File: src/sv/sitf_pkg.sv
// ============================================================================
// sitf_pkg
// Shared types and constants for the scaled integer to IEEE float converter.
// ============================================================================
package sitf_pkg;

   localparam int unsigned RawWidth = 32;
   localparam int unsigned LeadWidth = 5;

   localparam logic [10:0] BiasSingle = 11'd127;
   localparam logic [10:0] BiasDouble = 11'd1023;
   localparam logic [5:0]  MaxWidthSingle = 6'd24;
   localparam logic [5:0]  MaxWidthDouble = 6'd32;
   localparam logic [63:0] SignDouble = 64'h8000_0000_0000_0000;
   localparam logic [63:0] SignSingle = 64'h0000_0000_8000_0000;

   typedef enum logic [1:0] {
      OP_U_SINGLE = 2'd0,
      OP_S_SINGLE = 2'd1,
      OP_U_DOUBLE = 2'd2,
      OP_S_DOUBLE = 2'd3
   } op_type;

   // stage 1 -> stage 2 payload
   typedef struct packed {
      logic                 dbl;
      logic                 neg;
      logic                 err;
      logic [RawWidth:0]    mag;
      logic signed [12:0]   exp_base;
   } mag_type;

   // stage 2 -> stage 3 payload
   typedef struct packed {
      logic                 dbl;
      logic                 neg;
      logic                 err;
      logic                 zero;
      logic [RawWidth:0]    mag;
      logic [LeadWidth:0]   lead;
      logic signed [12:0]   exp_base;
   } lead_type;

endpackage

File: src/sv/sitf_front.sv
// ============================================================================
// sitf_front
// Stage 1: range check, field masking, sign extraction and magnitude.
// ============================================================================
module sitf_front (
   input  logic                  clock,
   input  logic                  reset,
   input  logic                  in_valid,
   input  logic [1:0]            operation,
   input  logic [31:0]           raw_code,
   input  logic [5:0]            field_width,
   input  logic signed [10:0]    lsb_exponent,
   output logic                  out_valid,
   output sitf_pkg::mag_type     out_data
);
   import sitf_pkg::*;

   logic              valid_ff;
   mag_type           data_ff;
   mag_type           data_in;
   logic              dbl;
   logic              sgn;
   logic [10:0]       bias;
   logic signed [12:0] lsb_ext;
   logic signed [12:0] top;
   logic [32:0]       full;
   logic [32:0]       f;
   logic              msb;

   always_comb begin
      dbl = operation[1];
      sgn = operation[0];
      bias = dbl ? BiasDouble : BiasSingle;
      lsb_ext = 13'(lsb_exponent);
      top = lsb_ext + $signed({7'd0, field_width});
      full = 33'd1 << field_width;
      f = {1'b0, raw_code} & (full - 33'd1);
      msb = (field_width != 6'd0) && ((f >> (field_width - 6'd1)) & 33'd1) != 33'd0;
      data_in.dbl = dbl;
      data_in.neg = sgn && msb;
      data_in.err = (field_width > (dbl ? MaxWidthDouble : MaxWidthSingle))
         || (lsb_ext < -$signed({2'b00, bias}))
         || (top > $signed({2'b00, bias}));
      data_in.mag = data_in.neg ? (full - f) : f;
      data_in.exp_base = $signed({2'b00, bias}) + lsb_ext;
   end

   always_ff @(posedge clock) begin
      if (reset) begin
         valid_ff <= 1'b0;
      end else begin
         valid_ff <= in_valid;
      end
      data_ff <= data_in;
   end

   assign out_valid = valid_ff;
   assign out_data = data_ff;
endmodule

File: src/sv/sitf_lead.sv
// ============================================================================
// sitf_lead
// Stage 2: leading-one detection on the magnitude.
// ============================================================================
module sitf_lead (
   input  logic                  clock,
   input  logic                  reset,
   input  logic                  in_valid,
   input  sitf_pkg::mag_type     in_data,
   output logic                  out_valid,
   output sitf_pkg::lead_type    out_data
);
   import sitf_pkg::*;

   logic     valid_ff;
   lead_type data_ff;
   lead_type data_in;

   always_comb begin
      data_in.dbl = in_data.dbl;
      data_in.neg = in_data.neg;
      data_in.err = in_data.err;
      data_in.mag = in_data.mag;
      data_in.exp_base = in_data.exp_base;
      data_in.zero = (in_data.mag == '0);
      data_in.lead = '0;
      if (in_data.mag[32]) begin
         data_in.lead = 6'd32;
      end else begin
         for (int i = 0; i < 32; i++) begin
            if (in_data.mag[i]) begin
               data_in.lead = 6'(i);
            end
         end
      end
   end

   always_ff @(posedge clock) begin
      if (reset) begin
         valid_ff <= 1'b0;
      end else begin
         valid_ff <= in_valid;
      end
      data_ff <= data_in;
   end

   assign out_valid = valid_ff;
   assign out_data = data_ff;
endmodule

File: src/sv/sitf_pack.sv
// ============================================================================
// sitf_pack
// Stage 3: exponent, significand alignment and IEEE packing.
// ============================================================================
module sitf_pack (
   input  logic                  clock,
   input  logic                  reset,
   input  logic                  in_valid,
   input  sitf_pkg::lead_type    in_data,
   output logic                  out_valid,
   output logic [63:0]           out_bits,
   output logic                  out_error
);
   import sitf_pkg::*;

   logic               valid_ff;
   logic [63:0]        bits_ff;
   logic [63:0]        bits_in;
   logic               error_ff;
   logic signed [12:0] be;
   logic [63:0]        frac;
   logic [63:0]        mant;
   logic [5:0]         fracbits;

   always_comb begin
      fracbits = in_data.dbl ? 6'd52 : 6'd23;
      be = in_data.exp_base + $signed({7'd0, in_data.lead});
      mant = {31'd0, in_data.mag} ^ (64'd1 << in_data.lead);
      frac = mant << (fracbits - in_data.lead);
      bits_in = '0;
      if (!in_data.err && !in_data.zero) begin
         if (be <= 13'sd0) begin
            bits_in = {31'd0, in_data.mag} << (fracbits - 6'd1);
         end else begin
            bits_in = ({51'd0, be[12:0]} << fracbits) | frac;
         end
         if (in_data.neg) begin
            bits_in = bits_in | (in_data.dbl ? SignDouble : SignSingle);
         end
         if (!in_data.dbl) begin
            bits_in[63:32] = '0;
         end
      end
   end

   always_ff @(posedge clock) begin
      if (reset) begin
         valid_ff <= 1'b0;
      end else begin
         valid_ff <= in_valid;
      end
      bits_ff <= bits_in;
      error_ff <= in_data.err;
   end

   assign out_valid = valid_ff;
   assign out_bits = bits_ff;
   assign out_error = error_ff;

`ifndef SYNTHESIS
   a_err_zero: assert property (@(posedge clock) disable iff (reset)
      valid_ff && error_ff |-> bits_ff == 64'd0)
      else $error("error item carries nonzero bits");
   a_single_upper: assert property (@(posedge clock) disable iff (reset)
      in_valid && !in_data.dbl |=> bits_ff[63:32] == 32'd0)
      else $error("single result has upper bits set");
   a_zero_pos: assert property (@(posedge clock) disable iff (reset)
      in_valid && in_data.zero |=> bits_ff == 64'd0)
      else $error("zero field not +0.0");
`endif
endmodule

File: src/sv/scaled_int_to_ieee_float.sv
// ============================================================================
// scaled_int_to_ieee_float
// Converts a scaled integer field into an exact IEEE single or double pattern.
// ============================================================================
// Three-stage pipeline (range check and magnitude, leading-one search,
// packing). busy is always low: an item is taken every cycle. An accepted
// item is registered in the front, lead and pack stages in that order, and
// rsp_valid comes from the pack stage register. The receiver cannot stall;
// results must be taken on the cycle they appear.
module scaled_int_to_ieee_float (
   input  logic               clock,
   input  logic               reset,
   input  logic               start,
   output logic               busy,
   input  logic [1:0]         req_operation,
   input  logic [31:0]        req_raw_code,
   input  logic [5:0]         req_field_width,
   input  logic signed [10:0] req_lsb_exponent,
   output logic               rsp_valid,
   output logic [63:0]        rsp_float_bits,
   output logic               rsp_range_error
);
   import sitf_pkg::*;

   logic     v1;
   logic     v2;
   mag_type  d1;
   lead_type d2;

   assign busy = 1'b0;

   sitf_front u_front (
      .clock(clock), .reset(reset), .in_valid(start && !busy),
      .operation(req_operation), .raw_code(req_raw_code),
      .field_width(req_field_width), .lsb_exponent(req_lsb_exponent),
      .out_valid(v1), .out_data(d1)
   );

   sitf_lead u_lead (
      .clock(clock), .reset(reset), .in_valid(v1), .in_data(d1),
      .out_valid(v2), .out_data(d2)
   );

   sitf_pack u_pack (
      .clock(clock), .reset(reset), .in_valid(v2), .in_data(d2),
      .out_valid(rsp_valid), .out_bits(rsp_float_bits),
      .out_error(rsp_range_error)
   );
endmodule

File: config.mk
export PLATFORM = sky130hd
export DESIGN_NAME = scaled_int_to_ieee_float
export DESIGN_NICKNAME = d
export VERILOG_FILES = /design/src/sv/sitf_pkg.sv /design/src/sv/sitf_front.sv /design/src/sv/sitf_lead.sv /design/src/sv/sitf_pack.sv /design/src/sv/scaled_int_to_ieee_float.sv
export SDC_FILE = /design/constraint.sdc
export NUM_CORES = 1
export LEC_CHECK = 0
export BUFFER_PORTS_ARGS = -buffer_cell sky130_fd_sc_hd__buf_4
export CELL_PAD_IN_SITES_DETAIL_PLACEMENT = 1
export CELL_PAD_IN_SITES_GLOBAL_PLACEMENT = 1
export CORE_ASPECT_RATIO = 1.4
export CORE_MARGIN = 5
export CORE_UTILIZATION = 28
export CTS_CLUSTER_DIAMETER = 30
export DETAILED_ROUTE_END_ITERATION = 7
export PLACE_DENSITY = 0.66
export SETUP_SLACK_MARGIN = 0.05
export SLEW_MARGIN = 20
export SYNTH_ARGS = -nofsm -noshare
export SYNTH_HDL_FRONTEND = slang
export SYNTH_SLANG_ARGS = --single-unit
File: constraint.sdc
create_clock -name clock -period 4.5 [get_ports clock]
set_input_delay 1.125 -clock clock [delete_from_list [all_inputs] [get_ports clock]]
set_output_delay 1.125 -clock clock [all_outputs]
set_load 0.01 [all_outputs]
# Yosys cells after proc, flatten, opt, wreduce, memory -nomap -nowiden
# Cells that the tools add are included.
totals:
  memories: 0
  romBits: 0
  word_cells: 90
  reg_bits: 173
  input_bits: 54
  mem_bits_rw: 0
  latch_bits: 0
  output_inout_bits: 67
classes:
  shift: 6
  add_sub_neg: 9
  n_bitwise: 4
  div_mod_pow: 0
  n_eq_ne: 0
  mul: 0
  reduce_logical: 10
  n_lt_le_gt_ge: 4
  mux: 39
ops:
  columns: ["cell", "count"]
  rows:
  - ["64-bit two-way mux", 4]
  - ["64-bit OR", 2]
  - ["5-bit two-way mux", 16]
  - ["1-bit by 6-bit left shift with 64-bit output, first input constant", 1]
  - ["13-bit by 6-bit left shift with 64-bit output", 1]
  - ["33-bit by 6-bit left shift with 64-bit output", 1]
  - ["64-bit by 6-bit left shift with 64-bit output", 1]
  - ["33-bit by 64-bit bitwise XOR with 64-bit output", 1]
  - ["32-bit by 33-bit bitwise AND with 33-bit output", 1]
  - ["33-bit logical NOT", 1]
  - ["33-bit two-way mux", 1]
  - ["1-bit by 6-bit left shift with 33-bit output, first input constant", 1]
  - ["33-bit by 6-bit >> shifter with 1-bit output", 1]
  - ["33-bit by 1-bit subtractor with 33-bit output, second input constant", 1]
  - ["33-bit subtractor", 1]
  - ["4-bit two-way mux", 8]
  - ["13-bit by 7-bit adder with 13-bit output", 1]
  - ["13-bit by 12-bit > comparator with 1-bit output", 1]
  - ["13-bit by 1-bit <= comparator with 1-bit output, second input constant", 1]
  - ["11-bit by 13-bit < comparator with 1-bit output", 1]
  - ["11-bit negation with 13-bit output", 1]
  - ["11-bit by 11-bit adder with 12-bit output", 1]
  - ["11-bit by 7-bit adder with 12-bit output", 1]
  - ["3-bit two-way mux", 4]
  - ["other kinds (12)", 19]

# Longest topological paths before layout
depth:
  word_depth: 31
  mapped_depth: 20
  ltp_nobuf: 18

# Cells and area by module
# Synthesis repeated with hierarchy kept, for this count alone.
unflattened:
  hier_cells: 1949
  hier_area_um2: 15162.0
modules_own_cells:
  columns: ["module", "seq_area_each_um2", "area_per_inst_um2", "cells_each", "instances"]
  rows:
  - ["sitf_pack", 1321.3, 7578.5, 988, 1]
  - ["sitf_front", 980.9, 6075.8, 836, 1]
  - ["sitf_lead", 1141.1, 1496.4, 123, 1]
  - ["scaled_int_to_ieee_float", 0.0, 11.3, 2, 1]

# Worst setup path after synthesis
# No wires, ideal clock.
synth_timing:
  path_type: "input to register"
  from: "input req_field_width[1]"
  to: "register u_front.data_ff (netlist bit u_front.out_data[27])"
  t_required_ns: 4.377
  setup_slack_ns: -0.046
  cell_stages: 18
  path_buffers: 5
  setup_ns: 0.123
  t_arrival_ns: 4.423
  path_cell_list: "inv_1 ha_1 clkbuf_1 buf_2 nand2_1 ha_1 buf_4 o21ai_2 or4_1 buf_4 a211oi_4 xnor2_1 nand2_1 o22ai_1 nor4b_2 nor4_2 buf_6 mux2_1"
synth_lines:
  columns: ["element", "line", "source"]
  rows:
  - ["start, declared", "scaled_int_to_ieee_float.sv:17", "input logic [5:0] req_field_width,"]
  - ["end signal, assigned", "sitf_front.sv:54", "data_ff <= data_in;"]
  - ["end, declared", "sitf_front.sv:19", "mag_type data_ff;"]

==> out/qor.yml <==
yosysUniqueCellTypes: 120
total_power_w: 0.00914
final_min_period_over_clock_period: 0.958
grt_usage: 0.228
postCtsHoldBufs: 0
cts_buffers: 17
drv_cap: 0
die-area_um2: 54800
core_um2: 49900
synth-seq-cells: 171
routed-wl-met3_um: 1930
relSlewSlack: 0.328
cts_sinks: 171
clk_path_buf_depth: 2
fmax_mhz: 232
pwr_density_cell_nw_per_um2: 495
via_count: 15400
synthFlopType: "dfxtp_1"
routed.top_layer: "met4"
leakagePower_nw: 7.76
die_h_um: 275
antenna_cells: 0
rows: 97
place_congestion: 0.956
drt_wl_total_um: 64100
wl_per_cell_um: 22.8
hold_depth: 0
cts_tree: "yes"
start_util: 0.281
period_needed_ps: 4310
grt_max_degree: 66
worst_pin_slew_ps: 1000
rr_startpoint: "u_lead.out_data[13]"
grt_pass1_vias: 16400
antenna_found_initial: 0
setup_viol: 0
avgSynthCellArea_um2: 7.75
wl_met1_um: 23000
cp-end-kind: "register"
hold_viol: 0
rsz0062_at_grt: "yes"
netlist_area_um2: 14000
drv_slew: 0
critPathMaxStageDelay_ps: 520
grt_pass1_wl_um: 96500
numPortBuffers: 119
ir_drop_mv: 0.366
reg2reg_slack_ps: 370
outcome: "complete, no violations"
drcViolationCount: 0
io_pins: 121
syn_nets: 1902
hold_ws_ps: 324
drt_iter0_drc: 967
critPathRequiredTime_ps: 4820
crit_type: "in2reg"
ant_nets: 0
met2WireLength_um: 33600
slowest_stage: "or4_1"
seq_area_frac_synth: 0.244
die_w_um: 199
netlist_instances: 1812
worst_ep_arrival_time_ps: 4640
worstPathMaxFanout: 8
gr-total-overflow: 0
r2r_cells: 16
vias_per_cell: 5.49
clock-root-buffer: "clkbuf_16"
cp_cell_sequence: "buf_4, inv_2, ha_1, buf_4, buf_4, or2_4, a32o_2, or4_1, buf_4, a211oi_4, xnor2_1, nand2_1, o22ai_2, nor4b_2, nor4_4, buf_12, mux2i_1, o221ai_1"
yosysWarnings: 0
async_reset_ff_frac: 0
htreeDepth: 4
hpwlAfterDp_um: 53600
nets: 2242
drt_pre_antenna_iters: 5
finClkSkew_ps: 14.7
hold_path.startpoint: "u_front.out_data[4]"
clk_pin_slew_ps: 70
drive_gt1_frac: 0.271
rr_endpoint: "u_pack.out_bits[30]"
startpoint: "req_field_width[0]"
insertion_delay_ps: 460
path_common_cell: "buf_4"
startpoint_type: "primary input"
hp-class: "reg2reg"
synth_edf_count: 0
area_growth_pct: 31.5
nFillCells: 6064
min_to: "u_lead.out_data[4]"
[power breakdown]
part / internal, W / switching, W / leakage, nW
Sequential: 0.00173 / 0.000175 / 1.42
Combinational: 0.00227 / 0.00351 / 6.05
Clock: 0.000749 / 0.000712 / 0.293
[flip-flops by register name, summed over array words and instances, names as in the netlist]
| signal | cells |
|---|---|
| u_front.out_data | 48 |
| u_lead.out_data | 55 |
| u_lead.out_valid | 1 |
| u_front.out_valid | 1 |
| u_pack.out_bits | 64 |
| u_pack.out_error | 1 |
| u_pack.out_valid | 1 |
[critical path: cells and delay by family]
kind,cells,cell delay (ps)
xor gates and xnor gates,1,150
AOI/OAI and AO/OA,4,770
adders and majority gates,1,230
muxes,1,240
and+or+nand+nor,5,1250
buffers and inverters,6,860
[Yosys cell counts, drive strengths merged (5+ instances only)]
cell,count,share of area
nand2,220,0.059
nor2,200,0.053
dfxtp,171,0.24
a21oi,129,0.047
mux2i,108,0.077
o21ai,103,0.038
clkbuf,68,0.018
xnor2,61,0.038
inv,58,0.016
nor3,55,0.021
xor2,54,0.034
buf,45,0.019
a31oi,39,0.019
nand3,38,0.014
ha,33,0.029
o22ai,26,0.012
a211oi,24,0.014
mux2,23,0.018
nor2b,23,0.011
o211ai,22,0.012
and3,16,0.0075
a21o,15,0.0080
and2,15,0.0067
nand4,15,0.0071
a221oi,14,0.0096
a22oi,13,0.0073
mux4,13,0.021
nand2b,13,0.0058
nor4,11,0.0088
a311oi,10,0.0071
o21a,10,0.0053
o21bai,10,0.0053
a32oi,9,0.0056
or2,9,0.0040
a41oi,8,0.0066
nor4b,8,0.0076
o31ai,8,0.0053
nand3b,7,0.0040
o22a,7,0.0045
a21boi,6,0.0032
nor4bb,6,0.0043
o221ai,6,0.0042
or3,6,0.0030
nand4bb,5,0.0040
[worst max-delay path by stage]
stage,to,slack (ps),cells after the start
finish,u_front.out_data[15],190,18
global route,u_front.out_data[15],-20,18
CTS,u_front.out_data[15],90,16
detailed placement,u_front.out_data[15],-480,16
global placement,u_front.out_data[15],-460,16
floorplan,u_front.out_data[27],60,15
[cell families after synthesis]
group / Yosys count / synth area share
multiplexers: 144 / 0.116
XOR/XNOR: 115 / 0.0718
adder cells (fa/ha/maj): 36 / 0.0337
AO/OA/AOI/OAI: 504 / 0.245
AND/OR/NAND/NOR: 670 / 0.236
other: 1 / 0.000267
flip-flops: 171 / 0.244
buffers and inverters: 171 / 0.0529
[cell usage in the layout, fill, tap and decap left out, drive strengths merged, types with 14 or more instances in the layout]
cell and instances:
and2 15, clkbuf 19, a21oi 129, nor2 200, mux2 23, inv 67, xor2 54, xnor2 61
ha 33, a211oi 24, and3 16, a31oi 39, o211ai 22, nor2b 23, o22ai 26, dfxtp 171
a21o 15, nand4 15, mux2i 108, a221oi 14, nand3 38, o21ai 103, nor3 55, nand2 220
buf 432
[routing by layer]
metal,up-vias,track usage
li1,7268,-
met1,7518,0.231
met2,444,0.425
met3,193,0.0216
met4,0,0.174
met5,-,0
[cell type report]
class | instances | area [um2] | area share
multi-input combinational | 1470 | 10000 | 0.544
sequential | 171 | 3420 | 0.185
timing repair buffer | 434 | 3370 | 0.183
tap | 643 | 805 | 0.0436
clock buffer | 17 | 425 | 0.0230
inverter | 58 | 218 | 0.0118
clock inverter | 15 | 170 | 0.00922
[repair_timing]
| item | in CTS | in global routing |
|---|---|---|
| pin swaps | 1 | 8 |
| gates resized for setup | 2 | 19 |
| gates cloned | 0 | 2 |
| endpoints found under the setup margin | 5 | 37 |
| setup buffers | 1 | 4 |
[through the flow]
stage	util	setup slack, ps	cell area [um2]	instances	TNS [ps]
after floorplan	-	56.9	14100	1812	0
after global placement	0.355	-460	17700	2769	-11280
after detailed placement	0.355	-477	17700	2769	-12480
after CTS	0.367	85.8	18300	2802	0
after global routing	0.370	-21.9	18500	2808	-21.9
final	0.370	187	18500	2808	0
(Power assumes the default switching activity.)
